### config.mk
export PLATFORM = sky130hd
export DESIGN_NAME = pixel_format_converter_top
export DESIGN_NICKNAME = d
export VERILOG_FILES = /design/src/rtl/core/pfc_pkg.sv /design/src/rtl/core/pixel_format_converter_top.sv /design/src/rtl/core/pfc_front.sv /design/src/rtl/core/pfc_queue.sv /design/src/rtl/core/pfc_back.sv
export SDC_FILE = /design/constraint.sdc
export NUM_CORES = 1
export LEC_CHECK = 0
export BUFFER_PORTS_ARGS = -buffer_cell sky130_fd_sc_hd__buf_2
export CORE_MARGIN = 5
export CORE_UTILIZATION = 25
export CTS_CLUSTER_DIAMETER = 40
export CTS_CLUSTER_SIZE = 20
export DETAILED_ROUTE_END_ITERATION = 7
export PLACE_DENSITY_LB_ADDON = 0.25
export SYNTH_ARGS = -nofsm -noshare
export SYNTH_HDL_FRONTEND = slang
export SYNTH_HIERARCHICAL = 1
export SYNTH_SLANG_ARGS = --single-unit
### constraint.sdc
create_clock -name clock -period 7.4 [get_ports clock]
set_clock_uncertainty 0.1 [all_clocks]
set_input_delay 0.37 -clock clock [delete_from_list [all_inputs] [get_ports clock]]
set_output_delay 0.37 -clock clock [all_outputs]
set_load 0.05 [all_outputs]
### src/rtl/core/pfc_pkg.sv
// Shared types and constants for the pixel format converter.
// No dependencies; imported by every module of the converter.
package pfc_pkg;

   // destination address width (byte offsets wrap at this width)
   localparam int DST_ADDR_BITS = 34;

   // configuration port
   localparam int CSR_INDEX_BITS = 3;
   localparam int CSR_DATA_BITS  = 18;

   // pixel queue between front and back
   localparam int QUEUE_DEPTH    = 4;
   localparam int QUEUE_PTR_BITS = $clog2(QUEUE_DEPTH);

   typedef enum logic [CSR_INDEX_BITS-1:0] {
      CSR_SRC_FORMAT    = 3'd0,
      CSR_DST_FORMAT    = 3'd1,
      CSR_IMAGE_WIDTH   = 3'd2,
      CSR_IMAGE_HEIGHT  = 3'd3,
      CSR_SRC_ROW_BYTES = 3'd4,
      CSR_DST_ROW_BYTES = 3'd5
   } csr_index_type;

   typedef enum logic [3:0] {
      SRC_RGB24   = 4'd0,
      SRC_BGR24   = 4'd1,
      SRC_RGB16BE = 4'd2,
      SRC_RGB16LE = 4'd3,
      SRC_BGR16BE = 4'd4,
      SRC_BGR16LE = 4'd5,
      SRC_ARGB32  = 4'd6,
      SRC_BGRA32  = 4'd7,
      SRC_RGBA32  = 4'd8,
      SRC_ABGR32  = 4'd9,
      SRC_BGR032  = 4'd10
   } src_format_type;

   typedef enum logic [1:0] {
      DST_BGR032 = 2'd0,
      DST_ARGB32 = 2'd1,
      DST_RGB565 = 2'd2
   } dst_format_type;

   // one converted destination pixel, as queued from front to back
   typedef struct packed {
      logic [31:0]              bytes;      // first byte at bits 7..0
      logic                     wide;       // four bytes, else two
      logic [DST_ADDR_BITS-1:0] addr;       // offset of the first byte
      logic                     frame_end;  // last pixel of the image
   } pixel_word_type;

endpackage

### src/rtl/core/pixel_format_converter_top.sv
// Top level of the pixel format converter: front end, pixel queue, back end.
// Depends on pfc_pkg, pfc_front, pfc_queue and pfc_back.
//
// Source bytes are pushed one per word and destination bytes come out one per
// word with their byte offset, a pixel-last and a frame-last flag. The front
// end takes one source byte per cycle while the queue is not full (pad bytes
// and partial pixels make no output) and hands each finished pixel to a
// four-entry queue. The back end emits one destination byte per cycle while its
// output register is free, so in steady state a pixel is paced by the larger of
// its source and destination byte counts, with row pad bytes added on the source
// side. Configuration is written through the csr_ port; the user must write it
// only while no image is in flight, as the block does not enforce this. After
// reset the block is ready at once.
module pixel_format_converter_top (
   input  logic                           clock,
   input  logic                           reset,
   input  logic                           csr_write_enable,
   input  logic [pfc_pkg::CSR_INDEX_BITS-1:0] csr_index,
   input  logic [pfc_pkg::CSR_DATA_BITS-1:0]  csr_write_data,
   input  logic                           req_push,
   output logic                           req_full,
   input  logic [7:0]                     req_src_byte,
   output logic                           rsp_empty,
   input  logic                           rsp_pop,
   output logic [7:0]                     rsp_dst_byte,
   output logic [pfc_pkg::DST_ADDR_BITS-1:0] rsp_dst_addr,
   output logic                           rsp_pixel_last,
   output logic                           rsp_frame_last
);
   import pfc_pkg::*;

   logic           queue_push, queue_full, queue_pop, queue_empty;
   pixel_word_type push_word, head_word;

   assign req_full = queue_full;

   // accept and convert source bytes
   pfc_front u_front (
      .clock            (clock),
      .reset            (reset),
      .csr_write_enable (csr_write_enable),
      .csr_index        (csr_index),
      .csr_write_data   (csr_write_data),
      .req_push         (req_push),
      .req_src_byte     (req_src_byte),
      .queue_full       (queue_full),
      .queue_push       (queue_push),
      .queue_word       (push_word)
   );

   // decouple the two ends
   pfc_queue u_queue (
      .clock     (clock),
      .reset     (reset),
      .push      (queue_push),
      .push_word (push_word),
      .full      (queue_full),
      .pop       (queue_pop),
      .empty     (queue_empty),
      .head_word (head_word)
   );

   // emit destination bytes
   pfc_back u_back (
      .clock          (clock),
      .reset          (reset),
      .queue_empty    (queue_empty),
      .queue_word     (head_word),
      .queue_pop      (queue_pop),
      .rsp_empty      (rsp_empty),
      .rsp_pop        (rsp_pop),
      .rsp_dst_byte   (rsp_dst_byte),
      .rsp_dst_addr   (rsp_dst_addr),
      .rsp_pixel_last (rsp_pixel_last),
      .rsp_frame_last (rsp_frame_last)
   );

endmodule

### src/rtl/core/pfc_front.sv
// Front end: configuration registers, row padding skip, pixel assembly,
// format conversion and destination addressing. Depends on pfc_pkg.
module pfc_front (
   input  logic                           clock,
   input  logic                           reset,
   input  logic                           csr_write_enable,
   input  logic [pfc_pkg::CSR_INDEX_BITS-1:0] csr_index,
   input  logic [pfc_pkg::CSR_DATA_BITS-1:0]  csr_write_data,
   input  logic                           req_push,
   input  logic [7:0]                     req_src_byte,
   input  logic                           queue_full,
   output logic                           queue_push,
   output pfc_pkg::pixel_word_type        queue_word
);
   import pfc_pkg::*;

   // configuration
   logic [3:0]  src_format_ff;
   logic [1:0]  dst_format_ff;
   logic [15:0] image_width_ff;
   logic [15:0] image_height_ff;
   logic [17:0] src_row_bytes_ff;
   logic [17:0] dst_row_bytes_ff;

   // walk state
   logic [1:0]               byte_in_pixel_ff, byte_in_pixel_in;
   logic [23:0]              pixel_bytes_ff, pixel_bytes_in;
   logic [15:0]              column_count_ff, column_count_in;
   logic [15:0]              row_count_ff, row_count_in;
   logic [17:0]              pad_remaining_ff, pad_remaining_in;
   logic [DST_ADDR_BITS-1:0] dst_row_base_ff, dst_row_base_in;
   logic [DST_ADDR_BITS-1:0] dst_pos_ff, dst_pos_in;

   logic                     accept;
   logic                     image_empty;
   logic [2:0]               src_size;
   logic                     dst_wide;
   logic                     pixel_done;
   logic [7:0]               by0, by1, by2, by3;
   logic [7:0]               red, green, blue;
   logic [31:0]              out_bytes;
   logic                     row_end, frame_end;
   logic [17:0]              src_len, dst_len, pad_len;
   logic [DST_ADDR_BITS-1:0] row_step;

   // write configuration registers
   always_ff @(posedge clock) begin
      if (reset) begin
         src_format_ff    <= '0;
         dst_format_ff    <= '0;
         image_width_ff   <= '0;
         image_height_ff  <= '0;
         src_row_bytes_ff <= '0;
         dst_row_bytes_ff <= '0;
      end else if (csr_write_enable) begin
         case (csr_index)
            CSR_SRC_FORMAT:    src_format_ff    <= csr_write_data[3:0];
            CSR_DST_FORMAT:    dst_format_ff    <= csr_write_data[1:0];
            CSR_IMAGE_WIDTH:   image_width_ff   <= csr_write_data[15:0];
            CSR_IMAGE_HEIGHT:  image_height_ff  <= csr_write_data[15:0];
            CSR_SRC_ROW_BYTES: src_row_bytes_ff <= csr_write_data;
            CSR_DST_ROW_BYTES: dst_row_bytes_ff <= csr_write_data;
            default: ;
         endcase
      end
   end

   assign accept      = req_push && !queue_full;
   assign image_empty = (image_width_ff == '0) || (image_height_ff == '0);
   assign dst_wide    = (dst_format_ff != DST_RGB565);

   // source pixel size; unused codes fall back to three bytes
   always_comb begin
      if (src_format_ff inside {SRC_RGB24, SRC_BGR24} || src_format_ff > SRC_BGR032)
         src_size = 3'd3;
      else if (src_format_ff <= SRC_BGR16LE)
         src_size = 3'd2;
      else
         src_size = 3'd4;
   end

   assign pixel_done = ({1'b0, byte_in_pixel_ff} + 3'd1) >= src_size;

   // collect pixel bytes, the incoming one lands at the last slot
   always_comb begin
      by0 = pixel_bytes_ff[7:0];
      by1 = pixel_bytes_ff[15:8];
      by2 = pixel_bytes_ff[23:16];
      by3 = 8'h00;
      case (src_size)
         3'd2:    by1 = req_src_byte;
         3'd3:    by2 = req_src_byte;
         default: by3 = req_src_byte;
      endcase
   end

   // unpack to 8-bit channels
   always_comb begin
      case (src_format_ff)
         SRC_BGR24, SRC_BGRA32, SRC_BGR032: begin
            blue = by0; green = by1; red = by2;
         end
         SRC_RGB16BE: begin
            red = {by0[7:3], 3'b000}; green = {by0[2:0], by1[7:5], 2'b00};
            blue = {by1[4:0], 3'b000};
         end
         SRC_RGB16LE: begin
            red = {by1[7:3], 3'b000}; green = {by1[2:0], by0[7:5], 2'b00};
            blue = {by0[4:0], 3'b000};
         end
         SRC_BGR16BE: begin
            blue = {by0[7:3], 3'b000}; green = {by0[2:0], by1[7:5], 2'b00};
            red = {by1[4:0], 3'b000};
         end
         SRC_BGR16LE: begin
            blue = {by1[7:3], 3'b000}; green = {by1[2:0], by0[7:5], 2'b00};
            red = {by0[4:0], 3'b000};
         end
         SRC_ARGB32: begin
            red = by1; green = by2; blue = by3;
         end
         SRC_ABGR32: begin
            blue = by1; green = by2; red = by3;
         end
         default: begin
            red = by0; green = by1; blue = by2;
         end
      endcase
   end

   // pack to destination layout
   always_comb begin
      case (dst_format_ff)
         DST_ARGB32: out_bytes = {blue, green, red, 8'hff};
         DST_RGB565: out_bytes = {16'h0000, red[7:3], green[7:5], green[4:2], blue[7:3]};
         default:    out_bytes = {8'h00, red, green, blue};
      endcase
   end

   // row geometry
   assign row_end   = ({1'b0, column_count_ff} + 17'd1) >= {1'b0, image_width_ff};
   assign frame_end = row_end &&
                      (({1'b0, row_count_ff} + 17'd1) >= {1'b0, image_height_ff});

   always_comb begin
      case (src_size)
         3'd2:    src_len = {1'b0, image_width_ff, 1'b0};
         3'd3:    src_len = {1'b0, image_width_ff, 1'b0} + {2'b00, image_width_ff};
         default: src_len = {image_width_ff, 2'b00};
      endcase
      dst_len  = dst_wide ? {image_width_ff, 2'b00} : {1'b0, image_width_ff, 1'b0};
      pad_len  = (src_row_bytes_ff > src_len) ? (src_row_bytes_ff - src_len) : '0;
      row_step = (dst_row_bytes_ff > dst_len) ?
                 DST_ADDR_BITS'(dst_row_bytes_ff) : DST_ADDR_BITS'(dst_len);
   end

   // advance the walk state
   always_comb begin
      byte_in_pixel_in = byte_in_pixel_ff;
      pixel_bytes_in   = pixel_bytes_ff;
      column_count_in  = column_count_ff;
      row_count_in     = row_count_ff;
      pad_remaining_in = pad_remaining_ff;
      dst_row_base_in  = dst_row_base_ff;
      dst_pos_in       = dst_pos_ff;
      queue_push       = 1'b0;
      if (accept && !image_empty) begin
         if (pad_remaining_ff != '0) begin
            pad_remaining_in = pad_remaining_ff - 18'd1;
         end else if (!pixel_done) begin
            case (byte_in_pixel_ff)
               2'd0:    pixel_bytes_in[7:0]   = req_src_byte;
               2'd1:    pixel_bytes_in[15:8]  = req_src_byte;
               default: pixel_bytes_in[23:16] = req_src_byte;
            endcase
            byte_in_pixel_in = byte_in_pixel_ff + 2'd1;
         end else begin
            queue_push       = 1'b1;
            byte_in_pixel_in = '0;
            pixel_bytes_in   = '0;
            if (row_end) begin
               pad_remaining_in = pad_len;
               column_count_in  = '0;
               if (frame_end) begin
                  row_count_in    = '0;
                  dst_row_base_in = '0;
                  dst_pos_in      = '0;
               end else begin
                  row_count_in    = row_count_ff + 16'd1;
                  dst_row_base_in = dst_row_base_ff + row_step;
                  dst_pos_in      = dst_row_base_ff + row_step;
               end
            end else begin
               column_count_in = column_count_ff + 16'd1;
               dst_pos_in      = dst_pos_ff + (dst_wide ? DST_ADDR_BITS'(4)
                                                        : DST_ADDR_BITS'(2));
            end
         end
      end
   end

   always_ff @(posedge clock) begin
      if (reset) begin
         byte_in_pixel_ff <= '0;
         pixel_bytes_ff   <= '0;
         column_count_ff  <= '0;
         row_count_ff     <= '0;
         pad_remaining_ff <= '0;
         dst_row_base_ff  <= '0;
         dst_pos_ff       <= '0;
      end else begin
         byte_in_pixel_ff <= byte_in_pixel_in;
         pixel_bytes_ff   <= pixel_bytes_in;
         column_count_ff  <= column_count_in;
         row_count_ff     <= row_count_in;
         pad_remaining_ff <= pad_remaining_in;
         dst_row_base_ff  <= dst_row_base_in;
         dst_pos_ff       <= dst_pos_in;
      end
   end

   // converted pixel word
   always_comb begin
      queue_word.bytes     = out_bytes;
      queue_word.wide      = dst_wide;
      queue_word.addr      = dst_pos_ff;
      queue_word.frame_end = frame_end;
   end

endmodule

### src/rtl/core/pfc_queue.sv
// Short queue of converted pixel words between front and back end.
// Depends on pfc_pkg for the word type and depth.
module pfc_queue (
   input  logic                    clock,
   input  logic                    reset,
   input  logic                    push,
   input  pfc_pkg::pixel_word_type push_word,
   output logic                    full,
   input  logic                    pop,
   output logic                    empty,
   output pfc_pkg::pixel_word_type head_word
);
   import pfc_pkg::*;

   pixel_word_type            entries_ff [QUEUE_DEPTH];
   logic [QUEUE_PTR_BITS-1:0] wr_ptr_ff, wr_ptr_in;
   logic [QUEUE_PTR_BITS-1:0] rd_ptr_ff, rd_ptr_in;
   logic [QUEUE_PTR_BITS:0]   count_ff, count_in;
   logic                      do_push, do_pop;

   assign full      = (count_ff == (QUEUE_PTR_BITS+1)'(QUEUE_DEPTH));
   assign empty     = (count_ff == '0);
   assign do_push   = push && !full;
   assign do_pop    = pop && !empty;
   assign head_word = entries_ff[rd_ptr_ff];

   // advance pointers and occupancy
   always_comb begin
      wr_ptr_in = wr_ptr_ff;
      rd_ptr_in = rd_ptr_ff;
      count_in  = count_ff;
      if (do_push) begin
         wr_ptr_in = (wr_ptr_ff == QUEUE_PTR_BITS'(QUEUE_DEPTH - 1)) ? '0 : wr_ptr_ff + 1'b1;
      end
      if (do_pop) begin
         rd_ptr_in = (rd_ptr_ff == QUEUE_PTR_BITS'(QUEUE_DEPTH - 1)) ? '0 : rd_ptr_ff + 1'b1;
      end
      if (do_push && !do_pop)
         count_in = count_ff + 1'b1;
      else if (do_pop && !do_push)
         count_in = count_ff - 1'b1;
   end

   always_ff @(posedge clock) begin
      if (reset) begin
         wr_ptr_ff <= '0;
         rd_ptr_ff <= '0;
         count_ff  <= '0;
      end else begin
         wr_ptr_ff <= wr_ptr_in;
         rd_ptr_ff <= rd_ptr_in;
         count_ff  <= count_in;
      end
   end

   // store the pushed word
   always_ff @(posedge clock) begin
      if (do_push)
         entries_ff[wr_ptr_ff] <= push_word;
   end

endmodule

### src/rtl/core/pfc_back.sv
// Back end: splits queued pixel words into destination bytes and holds
// the result word in an output register. Depends on pfc_pkg.
module pfc_back (
   input  logic                           clock,
   input  logic                           reset,
   input  logic                           queue_empty,
   input  pfc_pkg::pixel_word_type        queue_word,
   output logic                           queue_pop,
   output logic                           rsp_empty,
   input  logic                           rsp_pop,
   output logic [7:0]                     rsp_dst_byte,
   output logic [pfc_pkg::DST_ADDR_BITS-1:0] rsp_dst_addr,
   output logic                           rsp_pixel_last,
   output logic                           rsp_frame_last
);
   import pfc_pkg::*;

   // pixel being split
   logic                     cur_valid_ff, cur_valid_in;
   pixel_word_type           cur_word_ff, cur_word_in;
   logic [1:0]               index_ff, index_in;

   // output register
   logic                     out_valid_ff, out_valid_in;
   logic [7:0]               out_byte_ff, out_byte_in;
   logic [DST_ADDR_BITS-1:0] out_addr_ff, out_addr_in;
   logic                     out_pixel_last_ff, out_pixel_last_in;
   logic                     out_frame_last_ff, out_frame_last_in;

   logic                     slot_free;
   logic                     emit;
   logic                     last_byte;
   logic [7:0]               cur_byte;

   assign slot_free = !out_valid_ff || rsp_pop;
   assign emit      = cur_valid_ff && slot_free;
   assign last_byte = cur_word_ff.wide ? (index_ff == 2'd3) : (index_ff == 2'd1);
   assign queue_pop = !queue_empty && (!cur_valid_ff || (emit && last_byte));

   always_comb begin
      case (index_ff)
         2'd0:    cur_byte = cur_word_ff.bytes[7:0];
         2'd1:    cur_byte = cur_word_ff.bytes[15:8];
         2'd2:    cur_byte = cur_word_ff.bytes[23:16];
         default: cur_byte = cur_word_ff.bytes[31:24];
      endcase
   end

   // step through the bytes of the current pixel, refill from the queue
   always_comb begin
      cur_valid_in = cur_valid_ff;
      cur_word_in  = cur_word_ff;
      index_in     = index_ff;
      if (emit) begin
         index_in = index_ff + 2'd1;
         if (last_byte)
            cur_valid_in = 1'b0;
      end
      if (queue_pop) begin
         cur_valid_in = 1'b1;
         cur_word_in  = queue_word;
         index_in     = '0;
      end
   end

   // load the output register
   always_comb begin
      out_valid_in      = out_valid_ff;
      out_byte_in       = out_byte_ff;
      out_addr_in       = out_addr_ff;
      out_pixel_last_in = out_pixel_last_ff;
      out_frame_last_in = out_frame_last_ff;
      if (rsp_pop)
         out_valid_in = 1'b0;
      if (emit) begin
         out_valid_in      = 1'b1;
         out_byte_in       = cur_byte;
         out_addr_in       = cur_word_ff.addr + DST_ADDR_BITS'(index_ff);
         out_pixel_last_in = last_byte;
         out_frame_last_in = last_byte && cur_word_ff.frame_end;
      end
   end

   always_ff @(posedge clock) begin
      if (reset) begin
         cur_valid_ff <= 1'b0;
         out_valid_ff <= 1'b0;
         index_ff     <= '0;
      end else begin
         cur_valid_ff <= cur_valid_in;
         out_valid_ff <= out_valid_in;
         index_ff     <= index_in;
      end
   end

   always_ff @(posedge clock) begin
      cur_word_ff       <= cur_word_in;
      out_byte_ff       <= out_byte_in;
      out_addr_ff       <= out_addr_in;
      out_pixel_last_ff <= out_pixel_last_in;
      out_frame_last_ff <= out_frame_last_in;
   end

   assign rsp_empty      = !out_valid_ff;
   assign rsp_dst_byte   = out_byte_ff;
   assign rsp_dst_addr   = out_addr_ff;
   assign rsp_pixel_last = out_pixel_last_ff;
   assign rsp_frame_last = out_frame_last_ff;

endmodule

# Yosys cells after proc, flatten, opt, wreduce, memory -nomap -nowiden
# Memories as Yosys holds them, arrays and structs flattened. A register that Yosys moved wholly into a read port is not among the register bits.
# Index checks and enable logic that the tools add are counted.
dict set report totals {
  reg_bits 273
  elab_cells 180
  n_memories 1
  ram_bits 272
}
# memory depth width read_ports rd_ports_with_merged_regs write_ports line_no
set mem_list {}
lappend mem_list {u_queue.entries_ff 4 68 1 1 1 pfc_queue.sv:15} ;# pixel_word_type entries_ff [QUEUE_DEPTH];
dict set report classes {
  mux 42
  n_lt_le_gt_ge 7
  bitwise 1
  eq_ne 27
  addsub 17
  reduce_logical 60
}
# op count
set ops {}
lappend ops {{one-hot mux 8 bit (7 select lines)} 2}
lappend ops {{two-way mux 18 bit} 6}
lappend ops {{adder 34 bit} 2}
lappend ops {{two-way mux 34 bit} 2}
lappend ops {{one-hot mux 32 bit (2 select lines)} 1}
lappend ops {{two-way mux 8 bit} 6}
lappend ops {{one-hot mux 8 bit (3 select lines)} 2}
lappend ops {{> comparator 18 bit} 2}
lappend ops {{one-hot mux 18 bit (2 select lines)} 1}
lappend ops {{adder 16 x 1 -> 17 bit, second input constant} 2}
lappend ops {{adder 34 x 2 -> 34 bit} 1}
lappend ops {{>= comparator 17 x 16 -> 1 bit} 2}
lappend ops {{adder 16 x 1 -> 16 bit, second input constant} 2}
lappend ops {{zero test 16 bit} 2}
lappend ops {{two-way mux 16 bit} 2}
lappend ops {{two-way mux 24 bit} 1}
lappend ops {{adder 17 x 16 -> 18 bit} 1}
lappend ops {{nonzero test 18 bit} 1}
lappend ops {{nonzero test 2 bit} 9}
lappend ops {{subtractor 18 x 1 -> 18 bit, second input constant} 1}
lappend ops {{subtractor 18 bit} 1}
lappend ops {{equality test 4 x 3 -> 1 bit, second input constant} 4}
lappend ops {{AND reduction 2 bit} 8}
lappend ops {{two-way mux 3 bit} 5}
lappend ops {{other kinds (30)} 88}

# Logic depth before layout (Yosys ltp)
dict set report logic_depth {
  depth_word 13
  depth_mapped 28
  ltp_nobuf 24
}

# Hierarchy
# Netlist, hierarchy kept.
# mod cells_per_inst instances area_each_um2
set modules_own_cells {}
lappend modules_own_cells {pfc_front 2081 1 15569.9}
lappend modules_own_cells {pfc_queue 406 1 10306.1}
lappend modules_own_cells {pfc_back 261 1 4520.6}

# Worst setup path before layout
# OpenSTA, ideal clock, no wires.
dict set report synth_timing {
  path_kind {register to register}
  from {register u_back.index_ff[1]}
  to {register u_queue.count_ff[2]}
  arrival_time_ps 6049
  path_stages_with_launch 13
  path_slack_ps 1181
  cell_sequence {dfxtp_1 ha_1 buf_2 mux2i_1 o21ai_0 nor2b_1 o31ai_1 ha_1 inv_1 fa_1 xor2_1 or3_1 a21oi_1}
}
dict set report synth_via {
  elab_chain_cells 9
  word_cells_on_any_way 12
}
# item line_no
set synth_rtl {}
lappend synth_rtl {{start: declaration} pfc_back.sv:21} ;# logic [1:0] index_ff, index_in;
lappend synth_rtl {{start signal: assignment} pfc_back.sv:92} ;# index_ff <= index_in;
lappend synth_rtl {{equality test 2 x 1 -> 1 bit or equality test 2 bit (tied branches)} pfc_back.sv:37} ;# assign last_byte = cur_word_ff.wide ? (index_ff == 2'd3) : (index_ff == 2'd1);
lappend synth_rtl {{two-way mux 1 bit *} pfc_back.sv:37}
lappend synth_rtl {{logical AND 1 bit *} pfc_back.sv:38} ;# assign queue_pop = !queue_empty && (!cur_valid_ff || (emit && last_byte));
lappend synth_rtl {{logical OR 1 bit *} pfc_back.sv:38}
lappend synth_rtl {{logical AND 1 bit *} pfc_back.sv:38}
lappend synth_rtl {{net queue_pop} pixel_format_converter_top.sv:32} ;# logic queue_push, queue_full, queue_pop, queue_empty;
lappend synth_rtl {{logical AND 1 bit *} pfc_queue.sv:24} ;# assign do_pop = pop && !empty;
lappend synth_rtl {{zero test 1 bit} pfc_queue.sv:38} ;# if (do_push && !do_pop)
lappend synth_rtl {{logical AND 1 bit} pfc_queue.sv:38}
lappend synth_rtl {{two-way mux 3 bit or nonzero test 2 bit (tied branches)} --}
lappend synth_rtl {{end signal: assignment} pfc_queue.sv:52} ;# count_ff <= count_in;
lappend synth_rtl {{end: declaration} pfc_queue.sv:18} ;# logic [QUEUE_PTR_BITS:0] count_ff, count_in;
# The timed path passes the listed nets; every way through them passes the cells marked *.
# A chain may end at the register's enable or synchronous reset.

# Final worst setup path
dict set report layout_timing {
  from {register u_front.dst_format_ff[0]}
  to {register u_front.dst_pos_ff[25]}
}
dict set report layout_via {
  elab_chain_cells 7
  word_cells_on_any_way 9
}
# item line_no
set layout_rtl {}
lappend layout_rtl {{start: declaration} pfc_front.sv:19} ;# logic [1:0] dst_format_ff;
lappend layout_rtl {{start signal: assignment} pfc_front.sv:58} ;# CSR_DST_FORMAT: dst_format_ff <= csr_write_data[1:0];
lappend layout_rtl {{inequality test 2 bit *} pfc_front.sv:70} ;# assign dst_wide = (dst_format_ff != DST_RGB565);
lappend layout_rtl {{two-way mux 18 bit} pfc_front.sv:151} ;# dst_len = dst_wide ? {image_width_ff, 2'b00} : {1'b0, image_width_ff, 1'b0};
lappend layout_rtl {{> comparator 18 bit} pfc_front.sv:153} ;# row_step = (dst_row_bytes_ff > dst_len) ?
lappend layout_rtl {{two-way mux 18 bit} pfc_front.sv:153}
lappend layout_rtl {{adder 34 bit} pfc_front.sv:191} ;# dst_pos_in = dst_row_base_ff + row_step;
lappend layout_rtl {{two-way mux 34 bit} pfc_front.sv:184} ;# if (frame_end) begin
lappend layout_rtl {{two-way mux 34 bit *} pfc_front.sv:181} ;# if (row_end) begin
lappend layout_rtl {{end signal: assignment} pfc_front.sv:218} ;# dst_pos_ff <= dst_pos_in;
lappend layout_rtl {{end: declaration} pfc_front.sv:32} ;# logic [DST_ADDR_BITS-1:0] dst_pos_ff, dst_pos_in;
# Every way passes the cells marked *; elsewhere a longest branch is shown, timed or not.

==> results.txt <==
The flow ran to the end, and the final reports show no timing, DRC or antenna violations. The number of synthesis warnings came out at 6. The via count of the first global-routing pass is 21,000. The setup slack of the critical path after layout came out at 1.25 ns. TritonCTS built the clock tree. The clock latency at the later pin of the worst-skew pair came out at 0.68 ns.

The floorplan die area came out at 0.129 mm^2. No sink is reached through more buffers than the 3 on the longest clock path. The number of vias per cell is 4.70. The maximum clock rate came out at 163 MHz. The core outline area came out at 0.121 mm^2. After the flow finishes, the layout carries non-filler instances totaling 4,565.

Summed over all instances, the cell type with the most area after synthesis is edfxtp_1. The total half-perimeter wirelength after legalization and detailed placement is 57.1 mm. The worst slew margin relative to its limit came out at 0.242. The total of cells resized after clock tree synthesis is 0.

The congestion estimate from routability-driven global placement came to 0.818. STA classifies the critical path startpoint as a flop. The slowest stage of the critical path is the o31ai_1 cell.

The first-pass GRT wire length is 128 mm. The proportion of netlist area held by the largest area contributor came out at 0.379. Leaving out fill and tap cells, the most frequent cells in the layout are 384 x edfxtp_1, 375 x nand2_1, 229 x dfxtp_1, 198 x a21oi_1, 182 x nor2_1.

The mapped cell area is 0.0304 mm^2. The share of layout cells above drive strength 1 is 0.135. The count of clock tree sinks is 615. The number of nets in the layout is 3,024. Timing analysis after detailed placement gives a worst setup slack of 1.24 ns.

The setup fix buffers added after clock tree synthesis came out at 0. The launch point of the worst reg-to-reg path is u_front/dst_format_ff[0]$_SDFFE_PP0P_. Measured on the finished design, the core utilization comes to 0.298. The final instance area came out at 0.0361 mm^2.

The final count of hold timing violations is 0. In this design, the stage delay of the slowest critical-path cell is 0.60 ns. The hold path depth is 5. The critical path capture point type is a flop. The instance area at placement came out at 0.0325 mm^2. The number of nets in the synthesized netlist is 2,921. The hold buffer count at cts is 29.

The number of setup violations in the final report is 0. In the global route stage, overall resource usage came out at 0.127. The number of cell rows came out at 128.

The post-synthesis cell count came out at 2,748. Synthesis inferred 615 register bits. In the routed design, unresolved DRC markers number 0.

The max-slew violation count is 0. CTS built an H-tree with a depth of 3. The worst reg-to-reg path cell count is 26.

The sum of negative setup slack came out at 0 ns. By startpoint and endpoint, the worst setup path is classified as reg2reg. The count of flip-flops with a built-in enable after synthesis is 384. Of all nets on the critical path, the largest fanout is 16.

The power per standard cell area is 246 mW/mm^2. The endpoint identified for the worst register-to-register timing path is u_front/dst_pos_ff[25]$_SDFFE_PP0P_. The number of distinct library cell variants in the gate-level netlist after synthesis is 96.

The clock edge transition at the registers on the reported setup and hold paths is 0.05 ns. The worst min-delay path class is in2reg. The critical path ends at u_front/dst_pos_ff[25]$_SDFFE_PP0P_. The count of placed standard cells including taps is 4,350.

The vertical die dimension is 359 um. The final clock period utilization by the worst path is 0.830. The routed wire length is 83.0 mm. After synthesis, the cell types taking the most area are edfxtp_1 38%, dfxtp_1 15%, ha_1 5.5%.

IR analysis of the VDD net gives a maximum drop of 162 uV. Leaving out fill and tap cells, the most frequent cell in the layout is edfxtp_1. The share of synthesized flip-flops with an asynchronous set or reset came out at 0. The wire length per cell after detailed routing came out at 18.2 um. The transition time at the pin with the least slew margin is 1.13 ns. The initial utilization of the core area, before any placement, comes to 0.251. The required arrival time at the worst endpoint is 7.83 ns. The arrival time at the worst endpoint came out at 6.57 ns. Setup repair after global routing left no endpoint under its margin.

The sum of overflow across all layers after global routing came out at 0. The boundary pin count is 80. The mean cell area of the mapped netlist came out at 11.1 um^2. The internal reg-to-reg setup slack is 1.25 ns. During placement, the flow inserted port buffers numbering 79. In this run, the number of DRC markers left after iteration 0 of detailed routing was 1,606. The remaining antenna violation count after routing came out at 0. In the synthesized netlist the dominant register cell turns out to be edfxtp_1. The static leakage is 12.7 nW. The final route contains 21,500 vias. The sequential element share of the synthesized area came out at 0.531. The number of buffers created by CTS is 95. For this run, the detailed router's first-pass iteration total came to 7. Entering global routing, the biggest net connects 75 pins. From synthesis to final layout, the design area changed by 18.7%. The clock tree root buffer cell is clkbuf_16. The most critical setup path has its startpoint at u_front/dst_format_ff[0]$_SDFFE_PP0P_. The time the final worst path needs with I/O delays and setup is 6.15 ns. The initial antenna violation count is 10.

The die extent in x is 359 um. The max-cap check violation count is 0.
==> final cells by class <==
type                            count  area (um^2)
Sequential cell                   615        16200
Inverter                          108          407
Antenna cell                        9         22.5
Clock inverter                     69          776
Clock buffer                      108         2490
Fill cell                       12500        85200
Timing Repair Buffer              141          940
Tap cell                         1625         2030
Multi-Input combinational cell   1890        13200
==> where the power goes <==
part	internal [mW]	switching, mW	total (mW)
combinational	0.224	0.449	0.673
clock	2.67	1.80	4.47
sequential	3.68	0.0417	3.72
==> per-stage QoR <==
step	total power [mW]	hold slack, ns
after floorplan	4.24	0.327
after global placement	4.46	0.338
after detailed placement	4.46	0.346
after CTS	9.01	0.161
after global routing	9.22	0.264
final	8.86	0.221
==> cell families after synthesis <==
family	count (synthesis)	synth area share
AO/OA/AOI/OAI	596	0.124
XOR/XNOR	143	0.0412
adder cells (fa/ha/maj)	139	0.0585
buffers and inverters	243	0.0345
flip-flops	615	0.531
multiplexers	136	0.0729
AND/OR/NAND/NOR	876	0.137
==> cells in the mapped netlist, drive strengths merged, types with 35 or more instances <==
library cell,number
edfxtp,384
nand2,379
dfxtp,231
a21oi,198
nor2,183
ha,134
o21ai,131
inv,105
clkbuf,96
xnor2,82
nand3,70
mux4,68
mux2i,66
xor2,61
nand4,42
buf,39
a22oi,35
==> state kept, by name, summed over array words and instances (netlist names), 18 cells and up, named ones only <==
signal / cells
u_front/pad_remaining_ff: 18
u_queue/entries_ff: 272
u_front/dst_row_base_ff: 34
u_front/dst_pos_ff: 34
u_back/cur_word_ff: 68
u_front/dst_row_bytes_ff: 18
u_front/pixel_bytes_ff: 24
u_back/rsp_dst_addr: 34
u_front/src_row_bytes_ff: 18
==> worst max-delay path: cells and delay by family, from the launching register on <==
kind                     cells  cell delay, ns
flip-flops                   1            0.32
adder cells (fa/ha/maj)      3            1.23
XOR/XNOR                     1            0.19
AO/OA/AOI/OAI                9            1.86
buffers and inverters        4            0.84
AND/OR/NAND/NOR              7            1.01
multiplexers                 2            0.42
==> metal layers <==
layer  vias up  track usage  wire length, um
li1      10400            -                -
met1     10400        0.175            39300
met2       492        0.202            37700
met3       109       0.0232             4050
met4         2       0.0389             1900
met5         -            0               13
==> how the worst min path moves through the flow <==
| stage | startpoint | to | slack, ns |
|---|---|---|---|
| floorplan | u_front/dst_row_base_ff[12]$_SDFFE_PP0P_ | u_front/dst_row_base_ff[12]$_SDFFE_PP0P_ | 0.33 |
| global placement | u_front/pixel_bytes_ff[17]$_SDFFE_PP0P_ | u_front/pixel_bytes_ff[17]$_SDFFE_PP0P_ | 0.34 |
| detailed placement | u_front/dst_row_base_ff[12]$_SDFFE_PP0P_ | u_front/dst_row_base_ff[12]$_SDFFE_PP0P_ | 0.35 |
| CTS | csr_index[0] | u_front/dst_format_ff[0]$_SDFFE_PP0P_ | 0.16 |
| global route | csr_index[0] | u_front/dst_format_ff[0]$_SDFFE_PP0P_ | 0.26 |
| finish | csr_index[0] | u_front/dst_format_ff[0]$_SDFFE_PP0P_ | 0.22 |
Note: power is estimated with default switching activity, not from simulation.
